$ cat src/sfx_pkg.sv
// ---------------------------------------------------------------------------
// sfx_pkg
// Shared types, codes and helpers for the framed SPI exchange block.
// ---------------------------------------------------------------------------
`default_nettype none

package sfx_pkg;

	typedef enum logic [2:0] {
		M_PAIR  = 3'd0,
		M_BLOCK = 3'd1,
		M_START = 3'd2,
		M_LINK  = 3'd3,
		M_READ  = 3'd4
	} mode_t;

	typedef enum logic [2:0] {
		PH_IDLE  = 3'd0,
		PH_SYNC  = 3'd1,
		PH_LEN   = 3'd2,
		PH_SWAP  = 3'd3,
		PH_COUNT = 3'd4
	} phase_t;

	typedef enum logic [1:0] {
		CS_IDLE  = 2'd0,
		CS_EXEC  = 2'd1,
		CS_PAIR2 = 2'd2
	} ctrl_state_t;

	localparam logic [7:0] SYNC_BYTE = 8'hFF;
	localparam logic [7:0] PAD_BYTE  = 8'h00;
	localparam logic [7:0] POP_M1    = 8'h55;
	localparam logic [7:0] POP_M2    = 8'h33;
	localparam logic [7:0] POP_M4    = 8'h0F;

	typedef struct packed {
		logic [2:0] mode;
		logic [7:0] cmd_byte;
		logic [7:0] data_byte;
		logic [7:0] block_size;
		logic       block_first;
		logic [7:0] read_index;
	} in_item_t;

	typedef struct packed {
		logic       accepted;
		logic       send_valid;
		logic [7:0] send_byte;
		logic       done_res;
		logic       check_ok;
		logic [7:0] rx_length;
		logic [7:0] read_byte;
	} out_item_t;

	// controller -> datapath
	typedef struct packed {
		logic capture;
		logic exec;
		logic second;
	} ctrl_cmd_t;

	// datapath -> controller
	typedef struct packed {
		logic out_valid;
		logic pair_second;
	} dp_status_t;

	function automatic logic [7:0] bits_set(input logic [7:0] v);
		logic [7:0] x;
		x = v - ((v >> 1) & POP_M1);
		x = (x & POP_M2) + ((x >> 2) & POP_M2);
		x = (x + (x >> 4)) & POP_M4;
		return x;
	endfunction

endpackage

`default_nettype wire

$ cat src/sfx_stream_if.sv
// ---------------------------------------------------------------------------
// sfx_stream_if
// Valid/ready channel carrying one payload word per transfer.
// ---------------------------------------------------------------------------
`default_nettype none

interface sfx_stream_if #(
	parameter type payload_t = logic [7:0]
);
	logic     valid;
	logic     ready;
	payload_t payload;

	modport source (output valid, output payload, input ready);
	modport sink   (input valid, input payload, output ready);
endinterface

`default_nettype wire

$ cat src/sfx_ram.sv
// ---------------------------------------------------------------------------
// sfx_ram
// Generic single-write, single-read RAM with registered read data.
// ---------------------------------------------------------------------------
`default_nettype none

module sfx_ram #(
	parameter int WIDTH = 8,
	parameter int DEPTH = 32
) (
	input  wire logic                     clk,
	input  wire logic                     wr_en,
	input  wire logic [$clog2(DEPTH)-1:0] wr_addr,
	input  wire logic [WIDTH-1:0]         wr_data,
	input  wire logic [$clog2(DEPTH)-1:0] rd_addr,
	output      logic [WIDTH-1:0]         rd_data
);
	logic [WIDTH-1:0] mem_q [DEPTH];

	always_ff @(posedge clk) begin
		if (wr_en) begin
			mem_q[wr_addr] <= wr_data;
		end
		rd_data <= mem_q[rd_addr];
	end
endmodule

`default_nettype wire

$ cat src/sfx_ctrl.sv
// ---------------------------------------------------------------------------
// sfx_ctrl
// Sequencer: accept, execute, and an extra write state for command pairs.
// ---------------------------------------------------------------------------
`default_nettype none

module sfx_ctrl (
	input  wire logic                clk,
	input  wire logic                arst_n,
	input  wire logic                in_valid,
	output      logic                in_ready,
	input  wire logic                out_ready,
	input  wire sfx_pkg::dp_status_t status,
	output      sfx_pkg::ctrl_cmd_t  cmd
);
	sfx_pkg::ctrl_state_t state_q, state_d;

	always_ff @(posedge clk or negedge arst_n) begin
		if (!arst_n) begin
			state_q <= sfx_pkg::CS_IDLE;
		end else begin
			state_q <= state_d;
		end
	end

	always_comb begin
		state_d  = state_q;
		cmd      = '0;
		in_ready = 1'b0;
		unique case (state_q)
			sfx_pkg::CS_IDLE: begin
				// output slot must be empty by the time the result is loaded
				in_ready = !status.out_valid || out_ready;
				if (in_valid && in_ready) begin
					cmd.capture = 1'b1;
					state_d     = sfx_pkg::CS_EXEC;
				end
			end
			sfx_pkg::CS_EXEC: begin
				cmd.exec = 1'b1;
				state_d  = status.pair_second ? sfx_pkg::CS_PAIR2 : sfx_pkg::CS_IDLE;
			end
			sfx_pkg::CS_PAIR2: begin
				cmd.second = 1'b1;
				state_d    = sfx_pkg::CS_IDLE;
			end
			default: begin
				state_d = sfx_pkg::CS_IDLE;
			end
		endcase
	end
endmodule

`default_nettype wire

$ cat src/sfx_datapath.sv
// ---------------------------------------------------------------------------
// sfx_datapath
// Queue counters, exchange phase, popcount sum, buffers and result register.
// ---------------------------------------------------------------------------
`default_nettype none

module sfx_datapath #(
	parameter int BUF_DEPTH = 32
) (
	input  wire logic                clk,
	input  wire logic                arst_n,
	input  wire sfx_pkg::ctrl_cmd_t  cmd,
	output      sfx_pkg::dp_status_t status,
	input  wire sfx_pkg::in_item_t   in_item,
	input  wire logic                out_ready,
	output      logic                out_valid,
	output      sfx_pkg::out_item_t  out_item
);
	localparam int         AW      = $clog2(BUF_DEPTH);
	localparam logic [7:0] DEPTH_B = 8'(BUF_DEPTH);

	// latched request
	logic [2:0] mode_q;
	logic [7:0] cmd_q, data_q, bsize_q, ridx_q;
	logic       bfirst_q;

	// exchange state
	sfx_pkg::phase_t phase_q, phase_d;
	logic [7:0] tx_count_q, tx_count_d;
	logic [7:0] rx_count_q, rx_count_d;
	logic [7:0] byte_index_q, byte_index_d;
	logic [7:0] swap_total_q, swap_total_d;
	logic [7:0] ones_sum_q, ones_sum_d;
	logic [7:0] block_left_q, block_left_d;
	logic       out_valid_q;
	logic       pair_second;
	sfx_pkg::out_item_t res_d;

	// buffer ports
	logic          tx_we, rx_we;
	logic [7:0]    tx_wdata;
	logic [AW-1:0] tx_raddr, rx_raddr;
	logic [7:0]    tx_rdata, rx_rdata;

	logic [7:0] nxt_idx, swap_max, dat_pop;
	logic [8:0] room;
	logic       tx_has_room;

	assign nxt_idx     = byte_index_q + 8'd1;
	assign room        = {1'b0, DEPTH_B} - {1'b0, tx_count_q};
	assign tx_has_room = tx_count_q < DEPTH_B;
	assign swap_max    = (data_q > tx_count_q) ? data_q : tx_count_q;
	assign dat_pop     = sfx_pkg::bits_set(data_q);

	// reads are issued in the accept cycle; data lands for the execute cycle
	assign tx_raddr = (phase_q == sfx_pkg::PH_LEN) ? '0 : nxt_idx[AW-1:0];
	assign rx_raddr = in_item.read_index[AW-1:0];

	sfx_ram #(.WIDTH(8), .DEPTH(BUF_DEPTH)) u_tx_ram (
		.clk     (clk),
		.wr_en   (tx_we),
		.wr_addr (tx_count_q[AW-1:0]),
		.wr_data (tx_wdata),
		.rd_addr (tx_raddr),
		.rd_data (tx_rdata)
	);

	sfx_ram #(.WIDTH(8), .DEPTH(BUF_DEPTH)) u_rx_ram (
		.clk     (clk),
		.wr_en   (rx_we),
		.wr_addr (byte_index_q[AW-1:0]),
		.wr_data (data_q),
		.rd_addr (rx_raddr),
		.rd_data (rx_rdata)
	);

	always_ff @(posedge clk) begin
		if (cmd.capture) begin
			mode_q   <= in_item.mode;
			cmd_q    <= in_item.cmd_byte;
			data_q   <= in_item.data_byte;
			bsize_q  <= in_item.block_size;
			bfirst_q <= in_item.block_first;
			ridx_q   <= in_item.read_index;
		end
		if (cmd.exec) begin
			out_item <= res_d;
		end
	end

	always_ff @(posedge clk or negedge arst_n) begin
		if (!arst_n) begin
			phase_q      <= sfx_pkg::PH_IDLE;
			tx_count_q   <= '0;
			rx_count_q   <= '0;
			byte_index_q <= '0;
			swap_total_q <= '0;
			ones_sum_q   <= '0;
			block_left_q <= '0;
			out_valid_q  <= 1'b0;
		end else begin
			phase_q      <= phase_d;
			tx_count_q   <= tx_count_d;
			rx_count_q   <= rx_count_d;
			byte_index_q <= byte_index_d;
			swap_total_q <= swap_total_d;
			ones_sum_q   <= ones_sum_d;
			block_left_q <= block_left_d;
			if (cmd.exec) begin
				out_valid_q <= 1'b1;
			end else if (out_ready) begin
				out_valid_q <= 1'b0;
			end
		end
	end

	always_comb begin
		phase_d      = phase_q;
		tx_count_d   = tx_count_q;
		rx_count_d   = rx_count_q;
		byte_index_d = byte_index_q;
		swap_total_d = swap_total_q;
		ones_sum_d   = ones_sum_q;
		block_left_d = block_left_q;
		tx_we        = 1'b0;
		tx_wdata     = data_q;
		rx_we        = 1'b0;
		res_d        = '0;
		pair_second  = 1'b0;

		if (cmd.second) begin
			// data half of a command pair
			if (tx_has_room) begin
				tx_we      = 1'b1;
				tx_count_d = tx_count_q + 8'd1;
			end
		end else if (cmd.exec) begin
			unique case (mode_q)
				sfx_pkg::M_PAIR: begin
					if (phase_q == sfx_pkg::PH_IDLE && room >= 9'd2) begin
						res_d.accepted = 1'b1;
						pair_second    = 1'b1;
						tx_wdata       = cmd_q;
						if (tx_has_room) begin
							tx_we      = 1'b1;
							tx_count_d = tx_count_q + 8'd1;
						end
					end
				end
				sfx_pkg::M_BLOCK: begin
					if (phase_q == sfx_pkg::PH_IDLE) begin
						if (bfirst_q) begin
							if (room >= {1'b0, bsize_q}) begin
								res_d.accepted = 1'b1;
								block_left_d   = '0;
								if (bsize_q != 8'd0) begin
									block_left_d = bsize_q - 8'd1;
									if (tx_has_room) begin
										tx_we      = 1'b1;
										tx_count_d = tx_count_q + 8'd1;
									end
								end
							end
						end else if (block_left_q != 8'd0) begin
							res_d.accepted = 1'b1;
							block_left_d   = block_left_q - 8'd1;
							if (tx_has_room) begin
								tx_we      = 1'b1;
								tx_count_d = tx_count_q + 8'd1;
							end
						end
					end
				end
				sfx_pkg::M_START: begin
					if (phase_q == sfx_pkg::PH_IDLE) begin
						phase_d          = sfx_pkg::PH_SYNC;
						res_d.send_valid = 1'b1;
						res_d.send_byte  = sfx_pkg::SYNC_BYTE;
					end
				end
				sfx_pkg::M_LINK: begin
					unique case (phase_q)
						sfx_pkg::PH_SYNC: begin
							phase_d          = sfx_pkg::PH_LEN;
							res_d.send_valid = 1'b1;
							res_d.send_byte  = tx_count_q;
						end
						sfx_pkg::PH_LEN: begin
							ones_sum_d       = dat_pop;
							swap_total_d     = swap_max;
							rx_count_d       = (data_q < DEPTH_B) ? data_q : DEPTH_B;
							byte_index_d     = '0;
							res_d.send_valid = 1'b1;
							if (swap_max != 8'd0) begin
								phase_d = sfx_pkg::PH_SWAP;
								res_d.send_byte = (tx_count_q != 8'd0) ? tx_rdata
									: sfx_pkg::PAD_BYTE;
							end else begin
								phase_d         = sfx_pkg::PH_COUNT;
								res_d.send_byte = sfx_pkg::PAD_BYTE;
							end
						end
						sfx_pkg::PH_SWAP: begin
							// keep only what fits in the receive buffer
							if (byte_index_q < rx_count_q) begin
								rx_we      = 1'b1;
								ones_sum_d = ones_sum_q + dat_pop;
							end
							byte_index_d     = nxt_idx;
							res_d.send_valid = 1'b1;
							if (nxt_idx < swap_total_q) begin
								res_d.send_byte = (nxt_idx < tx_count_q) ? tx_rdata
									: sfx_pkg::PAD_BYTE;
							end else begin
								phase_d         = sfx_pkg::PH_COUNT;
								res_d.send_byte = sfx_pkg::PAD_BYTE;
							end
						end
						sfx_pkg::PH_COUNT: begin
							res_d.check_ok = (data_q == ones_sum_q);
							if (data_q != ones_sum_q) begin
								rx_count_d = '0;
							end
							tx_count_d     = '0;
							block_left_d   = '0;
							phase_d        = sfx_pkg::PH_IDLE;
							res_d.done_res = 1'b1;
						end
						default: begin
							// link byte while idle is dropped
						end
					endcase
				end
				sfx_pkg::M_READ: begin
					if (phase_q == sfx_pkg::PH_IDLE && ridx_q < rx_count_q) begin
						res_d.read_byte = rx_rdata;
					end
				end
				default: begin
				end
			endcase
			res_d.rx_length = rx_count_d;
		end
	end

	assign status    = '{out_valid: out_valid_q, pair_second: pair_second};
	assign out_valid = out_valid_q;
endmodule

`default_nettype wire

$ cat src/spi_frame_exchange_popcount_check.sv
// ---------------------------------------------------------------------------
// spi_frame_exchange_popcount_check
// Master side of a framed full-duplex byte exchange with popcount check.
//
//   channel  dir  payload     transfer
//   item     in   in_item_t   valid & ready
//   result   out  out_item_t  valid & ready
//
// Every item yields one result. A request is accepted, then executed against
// the registered buffer read; a queued command pair then passes through
// CS_PAIR2 for its second buffer write, as the transmit RAM has one write port.
// The result register frees the input side: a new item is taken in the cycle
// the previous result is transferred. Reset clears counters and phase; the
// buffers are not cleared and need no sweep.
// ---------------------------------------------------------------------------
`default_nettype none

module spi_frame_exchange_popcount_check #(
	parameter int BUF_DEPTH = 32
) (
	input wire logic   clk,
	input wire logic   arst_n,
	sfx_stream_if.sink   item,
	sfx_stream_if.source result
);
	sfx_pkg::ctrl_cmd_t  cmd;
	sfx_pkg::dp_status_t status;
	sfx_pkg::in_item_t   in_item;
	sfx_pkg::out_item_t  out_item;

	assign in_item        = item.payload;
	assign result.payload = out_item;

	sfx_ctrl u_ctrl (
		.clk       (clk),
		.arst_n    (arst_n),
		.in_valid  (item.valid),
		.in_ready  (item.ready),
		.out_ready (result.ready),
		.status    (status),
		.cmd       (cmd)
	);

	sfx_datapath #(.BUF_DEPTH(BUF_DEPTH)) u_dp (
		.clk       (clk),
		.arst_n    (arst_n),
		.cmd       (cmd),
		.status    (status),
		.in_item   (in_item),
		.out_ready (result.ready),
		.out_valid (result.valid),
		.out_item  (out_item)
	);
endmodule

`default_nettype wire

$ cat src/flat_wrapper.sv
// flat-port wrapper written by rule: the top's interface ports become plain ports
module spi_frame_exchange_popcount_check_flat 
#(
	parameter int BUF_DEPTH = 32
)
  (clk, arst_n, item_valid, item_payload, item_ready, result_valid, result_payload, result_ready);
  sfx_stream_if #(.payload_t(sfx_pkg::in_item_t)) item_i ();
  sfx_stream_if #(.payload_t(sfx_pkg::out_item_t)) result_i ();
  input wire logic clk;
  input wire logic arst_n;
  input wire logic [$bits(item_i.valid)-1:0] item_valid;
  input wire logic [$bits(item_i.payload)-1:0] item_payload;
  output wire logic [$bits(item_i.ready)-1:0] item_ready;
  output wire logic [$bits(result_i.valid)-1:0] result_valid;
  output wire logic [$bits(result_i.payload)-1:0] result_payload;
  input wire logic [$bits(result_i.ready)-1:0] result_ready;
  assign item_i.valid = item_valid;
  assign item_i.payload = item_payload;
  assign item_ready = item_i.ready;
  assign result_valid = result_i.valid;
  assign result_payload = result_i.payload;
  assign result_i.ready = result_ready;
  spi_frame_exchange_popcount_check #(.BUF_DEPTH(BUF_DEPTH)) u_core (.clk(clk), .arst_n(arst_n), .item(item_i), .result(result_i));
endmodule
$ cat config.mk
export PLATFORM = sky130hd
export DESIGN_NAME = spi_frame_exchange_popcount_check_flat
export DESIGN_NICKNAME = d
export VERILOG_FILES = /design/src/sfx_pkg.sv /design/src/sfx_stream_if.sv /design/src/sfx_ram.sv /design/src/sfx_ctrl.sv /design/src/sfx_datapath.sv /design/src/spi_frame_exchange_popcount_check.sv /design/src/flat_wrapper.sv
export SDC_FILE = /design/constraint.sdc
export NUM_CORES = 1
export LEC_CHECK = 0
export BUFFER_PORTS_ARGS = -buffer_cell sky130_fd_sc_hd__buf_2
export CAP_MARGIN = 20
export CORE_MARGIN = 2
export CORE_UTILIZATION = 40
export CTS_BUF_LIST = sky130_fd_sc_hd__clkbuf_16
export DETAILED_ROUTE_END_ITERATION = 12
export HOLD_SLACK_MARGIN = 0.02
export PLACE_DENSITY_LB_ADDON = 0.2
export SYNTH_ARGS = -nofsm -noshare
export SYNTH_HDL_FRONTEND = slang
export SYNTH_SLANG_ARGS = --single-unit
export TNS_END_PERCENT = 1
$ cat constraint.sdc
create_clock -name clk -period 10 [get_ports clk]
set_clock_uncertainty 0.15 [all_clocks]
set_input_delay 1.5 -clock clk [delete_from_list [all_inputs] [get_ports clk]]
set_output_delay 1.5 -clock clk [all_outputs]
set_load 0.05 [all_outputs]
==> results of run 1 <==
placed cells by master, fill, tap and decap left out, types with 11 or more instances in the layout:
cell	n
sky130_fd_sc_hd__dfxtp_1	16
sky130_fd_sc_hd__ha_1	77
sky130_fd_sc_hd__xnor2_1	22
sky130_fd_sc_hd__buf_2	68
sky130_fd_sc_hd__nand3_1	34
sky130_fd_sc_hd__buf_4	33
sky130_fd_sc_hd__nor4_1	12
sky130_fd_sc_hd__nand2_1	179
sky130_fd_sc_hd__inv_1	83
sky130_fd_sc_hd__clkbuf_16	71
sky130_fd_sc_hd__a31oi_1	13
sky130_fd_sc_hd__nor3_1	21
sky130_fd_sc_hd__nor2_1	125
sky130_fd_sc_hd__and2_1	14
sky130_fd_sc_hd__edfxtp_1	576
sky130_fd_sc_hd__o22ai_1	11
sky130_fd_sc_hd__o211ai_1	31
sky130_fd_sc_hd__a21o_1	15
sky130_fd_sc_hd__mux2_2	30
sky130_fd_sc_hd__mux2i_1	52
sky130_fd_sc_hd__a21oi_1	63
sky130_fd_sc_hd__mux4_2	96
sky130_fd_sc_hd__dfrtp_1	53
sky130_fd_sc_hd__clkinv_2	12
sky130_fd_sc_hd__or3_1	31
sky130_fd_sc_hd__o21ai_0	70
sky130_fd_sc_hd__xor2_1	14
worst min path at each step:
stage / endpoint / slack [ns]
3_5_place_dp: u_core.u_dp.swap_total_q[3] / 0.32
3_3_place_gp: u_core.u_dp.swap_total_q[3] / 0.32
4_1_cts: u_core.u_dp.swap_total_q[3] / 0.33
6_report: u_core.u_dp.swap_total_q[3] / 0.33
5_1_grt: u_core.u_dp.swap_total_q[3] / 0.36
2_1_floorplan: u_core.u_dp.swap_total_q[1] / 0.30
metal layers:
layer  GRT usage  vias up
li1            -     7391
met1      0.2559     8220
met2      0.3237      469
met3     0.02805      144
met4     0.07120        0
met5           0        -
cell families (layout without fill, tap and decap cells):
group,Yosys count,in the layout,share of synthesized area
multiplexers,178,178,0.1070
AO/OA/AOI/OAI,300,300,0.07037
flip-flops,646,646,0.6718
XOR/XNOR,36,36,0.01117
buffers and inverters,165,294,0.02402
adder cells (fa/ha/maj),83,83,0.03784
AND/OR/NAND/NOR,474,474,0.07782
power groups by stage:
stage / Sequential [uW] / Clock (uW) / Combinational [uW]
2_1_floorplan: 3530 / 0 / 1290
3_3_place_gp: 3390 / 0 / 2010
3_5_place_dp: 3390 / 0 / 2040
4_1_cts: 3340 / 2590 / 2050
5_1_grt: 3350 / 2700 / 2240
6_report: 3340 / 2530 / 2040
metrics by stage:
stage	utilization	power, uW	cell area (um2)	setup slack, ns
after floorplan	-	4819	28230	5.253
after global placement	0.4236	5404	29610	5.042
after detailed placement	0.4236	5433	29610	4.871
after CTS	0.4560	7982	31870	4.846
after global routing	0.4563	8294	31900	4.517
final	0.4563	7920	31900	4.792
worst min-delay path: cells and delay by family (launching register included):
family	cells	cell delay [ns]
compound gates	1	0.06
simple gates	1	0.05
flops	1	0.34
layout make-up:
class                      instances  area (um2)
multi-input combinational       1071        8636
inverter                          65       244.0
sequential                       646       18970
clock inverter                    56       484.2
clock buffer                      71        1777
fill                            6188       38010
timing repair buffer             102       615.6
tap                              940        1176
==> impl_summary.log, run 1 <==
[metrics] outcome: finished, final reports clean
[metrics] count of maximum capacitance violations: 0
[metrics] core area: 69910 um2
[metrics] clock-pin transition on the worst setup and hold timing paths: 0.06 ns
[metrics] ratio of routed vias to standard cells: 5.498
[metrics] startpoint-to-endpoint class of the critical path: flip-flop to flip-flop
[metrics] static power due to leakage: 0.01107 uW
[metrics] number of global-route vias before repair: 16750
[metrics] die outline height: 269.7 um
[metrics] endpoints failing setup: 0
[metrics] Clock Sinks: 646
[metrics] post-cts resize count: 0
[metrics] DRT antenna net count: 0
[metrics] post-layout net count: 2079
[metrics] FF-to-FF path depth: 13
[metrics] TritonCTS Buffers: 70
[metrics] RSZ-0062 raised after global routing: false
[metrics] number of flops mapped to enable cells by yosys: 576
[metrics] destination of the worst register-to-register timing path: u_core.u_dp.u_tx_ram.mem_q[31][6]
[metrics] library cell with the highest instance count after synthesis: sky130_fd_sc_hd__edfxtp_1
[metrics] kind of cell adding the most delay to the critical path: simple AND/OR/NAND/NOR gates
[metrics] dominant cells by area after synthesis: sky130_fd_sc_hd__edfxtp_1 61%, sky130_fd_sc_hd__mux4_2 7.7%, sky130_fd_sc_hd__dfrtp_1 4.8%
[metrics] topmost layer with routed signal wires: met4
[metrics] Post CTS Setup Buffer Count: 0
[metrics] met2 wire len: 34.43 mm
[metrics] part of the power in the clock network: 0.320
[metrics] type of the worst min-delay path: flip-flop to flip-flop
[metrics] relative contribution of combinational cells to total power: 0.258
[metrics] slew at the pin closest to its max-slew limit: 1.012 ns
[metrics] TritonCTS clock tree: done
[metrics] worst setup path end: u_core.u_dp.u_tx_ram.mem_q[31][6]
[metrics] cell area power density: 248.3 nW/um2
[metrics] hpwl dp: 44.35 mm
[metrics] total negative slack for setup checks: 0 ns
[metrics] initial antenna violation count: 1
[metrics] Die Area: 72730 um2
[metrics] count of vias placed by the detailed router: 16220
[metrics] share of async-settable or async-resettable flops after synthesis: 0.08359
[metrics] Rows: 97
[metrics] number of primary I/O pins: 70
[metrics] worst hold path cell count: 2
[metrics] Final Wtd Congestion: 0.8722
[metrics] starting density of the core: 0.4039
[metrics] net count after synthesis: 2005
[metrics] hold path start: u_core.u_dp.swap_total_q[3]
[metrics] H-tree Lvls: 3
[metrics] number of cells produced by synthesis: 1882
[metrics] layout cell share with drive strength beyond 1: 0.1825
[metrics] Int Power: 5390 uW
[metrics] first-pass GRT wire length: 105.8 mm
[metrics] DRC: 0
[metrics] routed length on met1: 30.43 mm
[metrics] DRC violation total after the first TritonRoute iteration: 1447
[metrics] WL/cell: 23.85 um
[metrics] stages on the worst setup path: 13
[metrics] Synth area leader: sky130_fd_sc_hd__edfxtp_1
[metrics] max_slew headroom: 0.3240
[metrics] Critical Path Max Stage Delay: 0.86 ns
[metrics] Max Freq: 0.1920 GHz
[metrics] largest registers: u_core.u_dp.u_rx_ram.mem_q x256, u_core.u_dp.u_tx_ram.mem_q x256, u_core.u_dp.out_item x28
[metrics] relative contribution of sequential cells to total power: 0.422
[metrics] final count of pins violating max slew: 0
[metrics] top_reg_cell synth: sky130_fd_sc_hd__edfxtp_1
[metrics] Post-Synthesis Cell Area: 28230 um2
[metrics] R2R setup slack: 4.79 ns
[metrics] VDD IR max: 0.1742 mV
[metrics] diode count: 0
[metrics] share of Yosys cell area claimed by the top area cell type: 0.6126
[metrics] Crit path required time: 10.07 ns
[metrics] synth warn: 0
[metrics] Synth cell types: 77
[metrics] part of the Yosys area used for sequential elements: 0.6718
[metrics] DR pass1 iterations: 5
[metrics] largest fanout on the critical path: 32
[metrics] startpoint type of the worst setup path: flip-flop
[metrics] Sw Pwr: 2530 uW
[metrics] endpoint type of the worst setup path: flip-flop
[metrics] CTS hold repair buffers: 0
[metrics] Area growth syn-to-layout: 12.99%
[metrics] GRT Overall Usage: 0.1931
[metrics] Reg2Reg Launch Point: u_core.u_dp.tx_count_q[1]
[metrics] clk_lat worst skew: 0.61 ns
[metrics] Sw Ratio: 0.3195
[metrics] grt ovf: 0
[metrics] detailed route wirelength on metal3: 3.114 mm
[metrics] slowest cell on the critical path: sky130_fd_sc_hd__nor4_2
[metrics] CP arrival: 5.28 ns
[metrics] startpoint of the worst setup timing path: u_core.u_dp.tx_count_q[1]
[metrics] Die X-Extent: 269.7 um
[metrics] flip-flop and latch count after synthesis: 646
[metrics] top post-synthesis cells by count: 576 x sky130_fd_sc_hd__edfxtp_1, 179 x sky130_fd_sc_hd__nand2_1, 125 x sky130_fd_sc_hd__nor2_1
[metrics] clock buffer depth: 3
[metrics] cell repeated most along the worst path: sky130_fd_sc_hd__ha_1
[metrics] Post-Place Cells: 2823
[metrics] average footprint of a synthesized cell: 15.00 um2
[metrics] count of input and output buffers: 69
[metrics] final hold violations: 0
[metrics] pin count of the biggest net entering global routing: 68
[metrics] CTS root buf: sky130_fd_sc_hd__clkbuf_16
[metrics] aggregate routed wire length: 70.38 mm
[metrics] CP cell instances: inv_1 > ha_1 > or4b_1 > nand2_1 > xnor2_1 > ha_1 > nand4_1 > o21ai_0 > a21oi_1 > o31a_1 > a2bb2oi_2 > buf_4 > nor4_2
[metrics] Tcrit/Tclk final: 0.5208
[metrics] fin cells: 2951
[metrics] post-route worst hold slack: 0.3295 ns
[metrics] worst path bufs/invs: 2
[metrics] final critical-path required period: 5.208 ns
No activity file was read; power rests on OpenSTA's default activity.
==> run 2, diff against run 1 <==
--- a/config.mk
+++ b/config.mk
@@ -5,6 +5,7 @@
 export SDC_FILE = /design/constraint.sdc
 export NUM_CORES = 1
 export LEC_CHECK = 0
+export ABC_AREA = 1
 export BUFFER_PORTS_ARGS = -buffer_cell sky130_fd_sc_hd__buf_2
 export CAP_MARGIN = 20
 export CORE_MARGIN = 2
==> constraint.sdc (replaced) <==
create_clock -name clk -period 4.8 [get_ports clk]
set_clock_uncertainty 0.15 [all_clocks]
set_input_delay 0.72 -clock clk [delete_from_list [all_inputs] [get_ports clk]]
set_output_delay 0.72 -clock clk [all_outputs]
set_load 0.05 [all_outputs]
==> run 2 against run 1 <==
First-iteration DRC count grew 20%. Die area grew 2.0%. Register-to-register slack lost 4.4 ns. Utilization is essentially flat. Design area grew 2.0%. Critical path type unchanged. Largest cell class unchanged. Final cell count grew 21%. Global-route usage grew 0.92 points. Wire length grew 7.6%. Hold slack lost 0.20 ns. Flip-flop and latch count is the same. Clock power grew 110%.
==> impl_summary.log, run 2 <==
[metrics] outcome: finished, final reports clean
[metrics] number of primary I/O pins: 70 (unchanged)
[metrics] first-pass GRT wire length: 114.0 mm (+7.7%)
[metrics] cell repeated most along the worst path: sky130_fd_sc_hd__inv_1
[metrics] DRC: 0 (unchanged)
[metrics] slew at the pin closest to its max-slew limit: 1.025 ns (+0.01319 ns)
[metrics] static power due to leakage: 0.01182 uW (+6.8%)
[metrics] post-route worst hold slack: 0.1268 ns (-0.2027 ns)
[metrics] slowest cell on the critical path: sky130_fd_sc_hd__edfxtp_1
[metrics] final critical-path required period: 4.406 ns (-0.8022 ns)
[metrics] count of vias placed by the detailed router: 19500 (+20%)
[metrics] net count after synthesis: 2627 (+31%)
[metrics] GRT Overall Usage: 0.2024 (+0.009242)
[metrics] endpoint type of the worst setup path: flip-flop
[metrics] area of all placed cells without fillers: 32550 um2 (+2.0%)
[metrics] layout cell share with drive strength beyond 1: 0.1294 (-0.05312)
[metrics] Post-Synthesis Cell Area: 28800 um2 (+2.0%)
[metrics] count of maximum capacitance violations: 0 (unchanged)
[metrics] Die X-Extent: 272.3 um (+0.98%)
[metrics] CTS root buf: sky130_fd_sc_hd__clkbuf_16
[metrics] count of input and output buffers: 69 (unchanged)
[metrics] TritonCTS clock tree: done
[metrics] Tcrit/Tclk final: 0.9179 (+0.3971)
[metrics] Die Area: 74170 um2 (+2.0%)
[metrics] number of flops mapped to enable cells by yosys: 576 (unchanged)
[metrics] max_slew headroom: 0.3142 (-0.009861)
[metrics] H-tree Lvls: 3 (unchanged)
[metrics] top post-synthesis cells by count: 576 x sky130_fd_sc_hd__edfxtp_1, 350 x sky130_fd_sc_hd__nor2_1, 292 x sky130_fd_sc_hd__nand2_1
[metrics] part of the Yosys area used for sequential elements: 0.6586 (-0.01322)
[metrics] core area: 71360 um2 (+2.1%)
[metrics] fill count: 6637 (+7.3%)
[metrics] synth warn: 0 (unchanged)
[metrics] average footprint of a synthesized cell: 11.50 um2 (-23%)
[metrics] cell area power density: 513.4 nW/um2 (+110%)
[metrics] kind of cell adding the most delay to the critical path: adder cells
[metrics] TritonCTS Buffers: 71 (+1.4%)
[metrics] Post-Place Cells: 3451 (+22%)
[metrics] top_reg_cell synth: sky130_fd_sc_hd__edfxtp_1
[metrics] final hold violations: 0 (unchanged)
[metrics] CP cell instances: inv_1 > ha_1 > inv_1 > a21oi_1 > o21ai_0 > xor2_1 > inv_1 > fa_1 > inv_1 > fa_1 > xnor2_1 > ha_1 > nand3_1 > nand3b_1 > nand2_1 > a21oi_1 > xor2_1 > nor2_1 > nand2_1 > o21ai_0
[metrics] final count of pins violating max slew: 0 (unchanged)
[metrics] Crit path required time: 5.12 ns (-4.95 ns)
[metrics] die outline height: 272.3 um (+0.98%)
[metrics] Critical Path Max Stage Delay: 0.57 ns (-0.29 ns)
[metrics] VDD IR max: 0.3396 mV (+95%)
[metrics] library cell with the highest instance count after synthesis: sky130_fd_sc_hd__edfxtp_1
[metrics] share of async-settable or async-resettable flops after synthesis: 0.08359 (unchanged)
[metrics] Clock Sinks: 646 (unchanged)
[metrics] most frequent standard cell in the layout excluding fill and tap cells: sky130_fd_sc_hd__edfxtp_1
[metrics] placed instance area: 30270 um2 (+2.2%)
[metrics] Max Freq: 0.2270 GHz (+18%)
[metrics] DR pass1 iterations: 5 (unchanged)
[metrics] DRT antenna net count: 0 (unchanged)
[metrics] share of Yosys cell area claimed by the top area cell type: 0.6005 (-0.01206)
[metrics] type of the worst min-delay path: primary input to flip-flop
[metrics] Synth area leader: sky130_fd_sc_hd__edfxtp_1
[metrics] Area growth syn-to-layout: 13.01% (about the same)
[metrics] number of global-route vias before repair: 18650 (+11%)
[metrics] total negative slack for setup checks: 0 ns (unchanged)
[metrics] aggregate routed wire length: 75.73 mm (+7.6%)
[metrics] diode count: 0 (unchanged)
[metrics] worst path bufs/invs: 4 (+2)
[metrics] number of cells produced by synthesis: 2504 (+33%)
[metrics] commonest cells after routing, fill and taps aside: 576 x sky130_fd_sc_hd__edfxtp_1, 349 x sky130_fd_sc_hd__nor2_1, 292 x sky130_fd_sc_hd__nand2_1
[metrics] clk_lat worst skew: 0.61 ns (about the same)
[metrics] clock-pin transition on the worst setup and hold timing paths: 0.06 ns (about the same)
[metrics] RSZ-0062 raised after global routing: false
[metrics] flip-flop and latch count after synthesis: 646 (unchanged)
[metrics] clock buffer depth: 3 (unchanged)
[metrics] fin cells: 3578 (+21%)
[metrics] CP arrival: 4.73 ns (-0.55 ns)
[metrics] grt ovf: 0 (unchanged)
[metrics] initial antenna violation count: 0 (-1)
[metrics] DRC violation total after the first TritonRoute iteration: 1733 (+20%)
[metrics] Synth cell types: 61 (-21%)
[metrics] WL/cell: 21.17 um (-11%)
[metrics] post-layout net count: 2698 (+30%)
[metrics] largest registers: u_core.u_dp.u_rx_ram.mem_q x256, u_core.u_dp.u_tx_ram.mem_q x256, u_core.u_dp.out_item x28
[metrics] hpwl dp: 48.74 mm (+9.9%)
[metrics] ratio of routed vias to standard cells: 5.449 (-0.90%)
[metrics] Final Wtd Congestion: 0.8845 (+1.4%)
[metrics] dominant cells by area after synthesis: sky130_fd_sc_hd__edfxtp_1 60%, sky130_fd_sc_hd__o21ai_0 4.7%, sky130_fd_sc_hd__dfrtp_1 4.7%
[metrics] worst-case setup margin in the final layout: 0.3941 ns (-4.398 ns)
[metrics] endpoints failing setup: 0 (unchanged)
[metrics] setup slack after placement: 0.4037 ns (-4.467 ns)
[metrics] starting density of the core: 0.4036 (about the same)
[metrics] startpoint-to-endpoint class of the critical path: flip-flop to flip-flop
[metrics] Rows: 98 (+1.0%)
[metrics] startpoint type of the worst setup path: flip-flop
[metrics] largest fanout on the critical path: 8 (-75%)
[metrics] pin count of the biggest net entering global routing: 130 (+91%)
==> run 2: changes by cell type in the layout (fill, tap and decap cells not counted), moves of 38 or more <==
| cell | previous run | this run |
|---|---|---|
| sky130_fd_sc_hd__o22ai_1 | 11 | 55 |
| sky130_fd_sc_hd__nand3_1 | 34 | 106 |
| sky130_fd_sc_hd__nand2_1 | 179 | 292 |
| sky130_fd_sc_hd__o211ai_1 | 31 | 88 |
| sky130_fd_sc_hd__mux4_2 | 96 | 0 |
| sky130_fd_sc_hd__inv_1 | 83 | 189 |
| sky130_fd_sc_hd__o21ai_0 | 70 | 272 |
| sky130_fd_sc_hd__or2_2 | 6 | 44 |
| sky130_fd_sc_hd__mux2i_1 | 52 | 0 |
| sky130_fd_sc_hd__o221ai_1 | 10 | 50 |
| sky130_fd_sc_hd__nor2_1 | 125 | 349 |
==> run 2: final cells by class <==
cell class	count	area, um2	area share
clock inverters	53	442.9	0.01361
well taps	950	1189	0.03652
repair buffers	118	800.8	0.02460
inverters	190	721.9	0.02218
multi-input cells	1548	8598	0.2642
clock buffers	73	1827	0.05613
flip-flops and latches	646	18970	0.5828
==> run 2: through the flow <==
step | util | power, uW
2_1_floorplan | - | 10080
3_3_place_gp | 0.4238 | 11420
3_5_place_dp | 0.4241 | 11490
4_1_cts | 0.4561 | 16810
5_1_grt | 0.4561 | 17540
6_report | 0.4561 | 16710
==> run 2: power by group <==
part / total [uW] / switching [uW] / internal [uW]
Combinational: 4420 / 3130 / 1300
Clock: 5340 / 2240 / 3100
Sequential: 6950 / 221 / 6720
==> run 2: path summary, 6_finish.rpt <==
check	slack, ns	start	end	cells after the start
worst min register to register	0.35	u_core.u_dp.block_left_q[0]	u_core.u_dp.block_left_q[0]	2
worst max-delay path	0.39	u_core.u_dp.data_q[3]	u_core.u_dp.ones_sum_q[5]	20
min in group asynchronous	0.53	arst_n	u_core.u_dp.block_left_q[0]	2
worst min-delay path	0.13	item_payload[16]	u_core.u_dp.bsize_q[7]	1
worst max register to register	0.39	u_core.u_dp.data_q[3]	u_core.u_dp.ones_sum_q[5]	20
max in group asynchronous	3.08	arst_n	u_core.u_dp.byte_index_q[1]	3
==> run 2: what timing repair did <==
item,4_1_cts,5_1_grt
gates resized for setup,0,0
hold buffers,1,0
hold endpoints to repair,27,0
setup buffers,0,0
==> run 2: metal layers <==
metal | share of wire | vias to the layer above | GRT usage
met5 | 0 | - | 0
met4 | 0.029 | 0 | 0.06593
met3 | 0.053 | 118 | 0.03103
met2 | 0.49 | 552 | 0.3424
met1 | 0.42 | 9699 | 0.2670
li1 | - | 9126 | -
==> run 2: kinds of logic after synthesis <==
group	Yosys count	synth area share
flops	646	0.6586
fa+ha+maj	83	0.03710
buf+inv	310	0.04427
compound gates	581	0.1217
simple gates	865	0.1325
xor+xnor	19	0.005778
==> run 3, diff against run 2 <==
--- a/config.mk
+++ b/config.mk
@@ -14,6 +14,7 @@
 export DETAILED_ROUTE_END_ITERATION = 12
 export HOLD_SLACK_MARGIN = 0.02
 export PLACE_DENSITY_LB_ADDON = 0.2
+export REMOVE_ABC_BUFFERS = 1
 export SYNTH_ARGS = -nofsm -noshare
 export SYNTH_HDL_FRONTEND = slang
 export SYNTH_SLANG_ARGS = --single-unit
==> run 3 against run 2 <==
Count of clock-buffer cells in the layout rose by 1. Flip-flop and latch count stayed put. Clock power up 3%. Combinational power hardly changed. Fmax rose by 1.8%. Wire length grew 2.3%. Die area did not move. Utilization hardly changed. Total power up 0.76%. Sequential share of layout area hardly changed.
==> impl_summary.log, run 3 (synthesis gave the netlist of run 2 again) <==
[metrics] outcome: finished, final reports clean
[metrics] Max Freq: 0.2310 GHz (+1.8%)
[metrics] static power due to leakage: 0.01182 uW (about the same)
[metrics] max_slew headroom: 0.2992 (-0.01499)
[metrics] clock buffer depth: 3 (unchanged)
[metrics] total negative slack for setup checks: 0 ns (unchanged)
[metrics] slew at the pin closest to its max-slew limit: 1.050 ns (+0.02512 ns)
[metrics] clock-pin transition on the worst setup and hold timing paths: 0.06 ns (about the same)
[metrics] relative contribution of sequential cells to total power: 0.412 (-0.004)
[metrics] part of the power in the clock network: 0.327 (+0.007)
[metrics] diode count: 0 (unchanged)
[metrics] Die X-Extent: 272.3 um (unchanged)
[metrics] final hold violations: 0 (unchanged)
[metrics] WL/cell: 21.64 um (+2.3%)
[metrics] ratio of routed vias to standard cells: 5.469 (+0.37%)
[metrics] pin count of the biggest net entering global routing: 81 (-38%)
[metrics] post-cts resize count: 0 (unchanged)
[metrics] Final Wtd Congestion: 0.8962 (+1.3%)
[metrics] area used by multi-input combinational logic: 8598 um2 (unchanged)
[metrics] first-pass GRT wire length: 116.4 mm (+2.1%)
[metrics] count of input and output buffers: 69 (unchanged)
[metrics] DRC: 0 (unchanged)
[metrics] peak-usage layer in the global routing report: met2
[metrics] register area: 18970 um2 (unchanged)
[metrics] CTS root buf: sky130_fd_sc_hd__clkbuf_16
[metrics] Area growth syn-to-layout: 13.07% (about the same)
[metrics] core area: 71360 um2 (unchanged)
[metrics] count of maximum capacitance violations: 0 (unchanged)
[metrics] DR pass1 iterations: 6 (+1)
[metrics] setup slack after placement: 0.5203 ns (+0.1166 ns)
[metrics] post-layout net count: 2694 (-0.15%)
[metrics] hpwl dp: 49.63 mm (+1.8%)
[metrics] DRC violation total after the first TritonRoute iteration: 1759 (+1.5%)
[metrics] H-tree Lvls: 3 (unchanged)
[metrics] count of vias placed by the detailed router: 19570 (+0.40%)
[metrics] Crit path required time: 5.13 ns (about the same)
[metrics] Die Area: 74170 um2 (unchanged)
[metrics] TritonCTS Buffers: 72 (+1.4%)
[metrics] DRT antenna net count: 0 (unchanged)
[metrics] starting density of the core: 0.4036 (unchanged)
[metrics] clk_lat worst skew: 0.62 ns (about the same)
[metrics] final critical-path required period: 4.329 ns (-0.07678 ns)
[metrics] grt ovf: 0 (unchanged)
[metrics] layout cell share with drive strength beyond 1: 0.1316 (+0.002233)
[metrics] post-route worst hold slack: 0.1227 ns (-0.004123 ns)
[metrics] Post CTS Setup Buffer Count: 0 (unchanged)
[metrics] most frequent standard cell in the layout excluding fill and tap cells: sky130_fd_sc_hd__edfxtp_1
[metrics] largest registers: u_core.u_dp.u_rx_ram.mem_q x256, u_core.u_dp.u_tx_ram.mem_q x256, u_core.u_dp.out_item x28
[metrics] final count of pins violating max slew: 0 (unchanged)
[metrics] Sw Ratio: 0.3357 (+0.001163)
[metrics] Sw Pwr: 5652 uW (+1.1%)
[metrics] fill count: 6541 (-1.4%)
[metrics] CP arrival: 4.66 ns (-0.07 ns)
[metrics] endpoints failing setup: 0 (unchanged)
[metrics] global routing met3 resource utilization: 0.02936 (-0.001675)
[metrics] aggregate routed wire length: 77.46 mm (+2.3%)
[metrics] type of the worst min-delay path: primary input to flip-flop
[metrics] startpoint-to-endpoint class of the critical path: flip-flop to flip-flop
[metrics] CTS hold repair buffers: 1 (unchanged)
[metrics] met2 track demand over resource in global routing: 0.3381 (-0.004286)
[metrics] largest fanout on the critical path: 7 (-1)
[metrics] die outline height: 272.3 um (unchanged)
[metrics] cell area power density: 517.1 nW/um2 (+0.71%)
[metrics] Tcrit/Tclk final: 0.9019 (-0.01599)
[metrics] RSZ-0062 raised after global routing: false
[metrics] worst-case setup margin in the final layout: 0.4709 ns (+0.07677 ns)
[metrics] GRT Overall Usage: 0.2067 (+0.004303)
[metrics] TritonCTS clock tree: done
[metrics] initial antenna violation count: 1 (+1)
[metrics] relative contribution of combinational cells to total power: 0.261 (-0.004)
[metrics] endpoint type of the worst setup path: flip-flop
[metrics] Clock Sinks: 646 (unchanged)
[metrics] global-route met1 utilization: 0.2822 (+0.01524)
[metrics] number of primary I/O pins: 70 (unchanged)
[metrics] VDD IR max: 0.3169 mV (-6.7%)
[metrics] Int Power: 11190 uW (+0.58%)
[metrics] Rows: 98 (unchanged)
[metrics] startpoint type of the worst setup path: flip-flop
[metrics] number of global-route vias before repair: 18900 (+1.3%)
[metrics] commonest cells after routing, fill and taps aside: 576 x sky130_fd_sc_hd__edfxtp_1, 349 x sky130_fd_sc_hd__nor2_1, 292 x sky130_fd_sc_hd__nand2_1
[run 3: cell count changes in the layout (fill, tap and decap cells not counted), moves of 2 or more]
cell	previous run	this run
sky130_fd_sc_hd__buf_4	43	41
sky130_fd_sc_hd__clkinvlp_4	2	5
sky130_fd_sc_hd__buf_12	5	2
sky130_fd_sc_hd__clkinv_1	11	7
sky130_fd_sc_hd__inv_16	3	1
sky130_fd_sc_hd__clkinv_2	11	17
[run 3: area by class of cell]
type | instances | area share
clock buffer | 74 | 0.05686
timing repair buffer | 113 | 0.02228
sequential | 646 | 0.5825
multi-input combinational | 1548 | 0.2640
tap | 950 | 0.03650
inverter | 190 | 0.02217
clock inverter | 58 | 0.01568
[run 3: worst max-delay path, cell delays in order, from the launching register on]
cell and delay, ns:
sky130_fd_sc_hd__edfxtp_1 0.40, sky130_fd_sc_hd__inv_1 0.20, sky130_fd_sc_hd__ha_1 0.32, sky130_fd_sc_hd__nor2_1 0.10, sky130_fd_sc_hd__inv_1 0.06, sky130_fd_sc_hd__o21ai_0 0.22, sky130_fd_sc_hd__xor2_1 0.20, sky130_fd_sc_hd__inv_1 0.08
sky130_fd_sc_hd__fa_1 0.55, sky130_fd_sc_hd__inv_1 0.07, sky130_fd_sc_hd__fa_1 0.43, sky130_fd_sc_hd__xnor2_1 0.16, sky130_fd_sc_hd__ha_1 0.38, sky130_fd_sc_hd__nand3_1 0.10, sky130_fd_sc_hd__nand3b_1 0.14, sky130_fd_sc_hd__nand2_1 0.09
sky130_fd_sc_hd__a21oi_1 0.17, sky130_fd_sc_hd__xor2_1 0.17, sky130_fd_sc_hd__nor2_1 0.05, sky130_fd_sc_hd__nand2_1 0.08, sky130_fd_sc_hd__o21ai_0 0.08
[run 3: layer usage]
| metal | vias to the layer above | wire (um) |
|---|---|---|
| met5 | - | 0 |
| met4 | 0 | 2422 |
| met3 | 141 | 4347 |
| met2 | 652 | 36940 |
| met1 | 9651 | 33740 |
| li1 | 9129 | - |
[run 3: through the flow]
step / power (uW) / area (um2) / util / instances
floorplan: 9924 / 28250 / - / 2384
global placement: 11350 / 30170 / 0.4227 / 3445
detailed placement: 11440 / 30190 / 0.4231 / 3446
CTS: 16950 / 32570 / 0.4563 / 3579
global route: 17670 / 32570 / 0.4563 / 3579
finish: 16840 / 32570 / 0.4563 / 3579
[run 3: path summary, 6_finish.rpt]
check,from,to,slack [ns],cells after the start
max,u_core.u_dp.data_q[5],u_core.u_dp.ones_sum_q[5],0.47,20
min,item_payload[14],u_core.u_dp.bsize_q[5],0.12,1
max reg2reg,u_core.u_dp.data_q[5],u_core.u_dp.ones_sum_q[5],0.47,20
min reg2reg,u_core.u_dp.block_left_q[0],u_core.u_dp.block_left_q[0],0.35,2
max in group asynchronous,arst_n,u_core.u_dp.swap_total_q[7],3.17,3
min in group asynchronous,arst_n,u_core.u_dp.block_left_q[0],0.37,2
[run 3: power groups by stage]
stage          Clock [uW]  Combinational [uW]  Sequential, uW
2_1_floorplan           0                2620            7310
3_3_place_gp            0                4310            7040
3_5_place_dp            0                4390            7050
4_1_cts              5600                4410            6940
5_1_grt              5830                4860            6980
6_report             5500                4390            6950
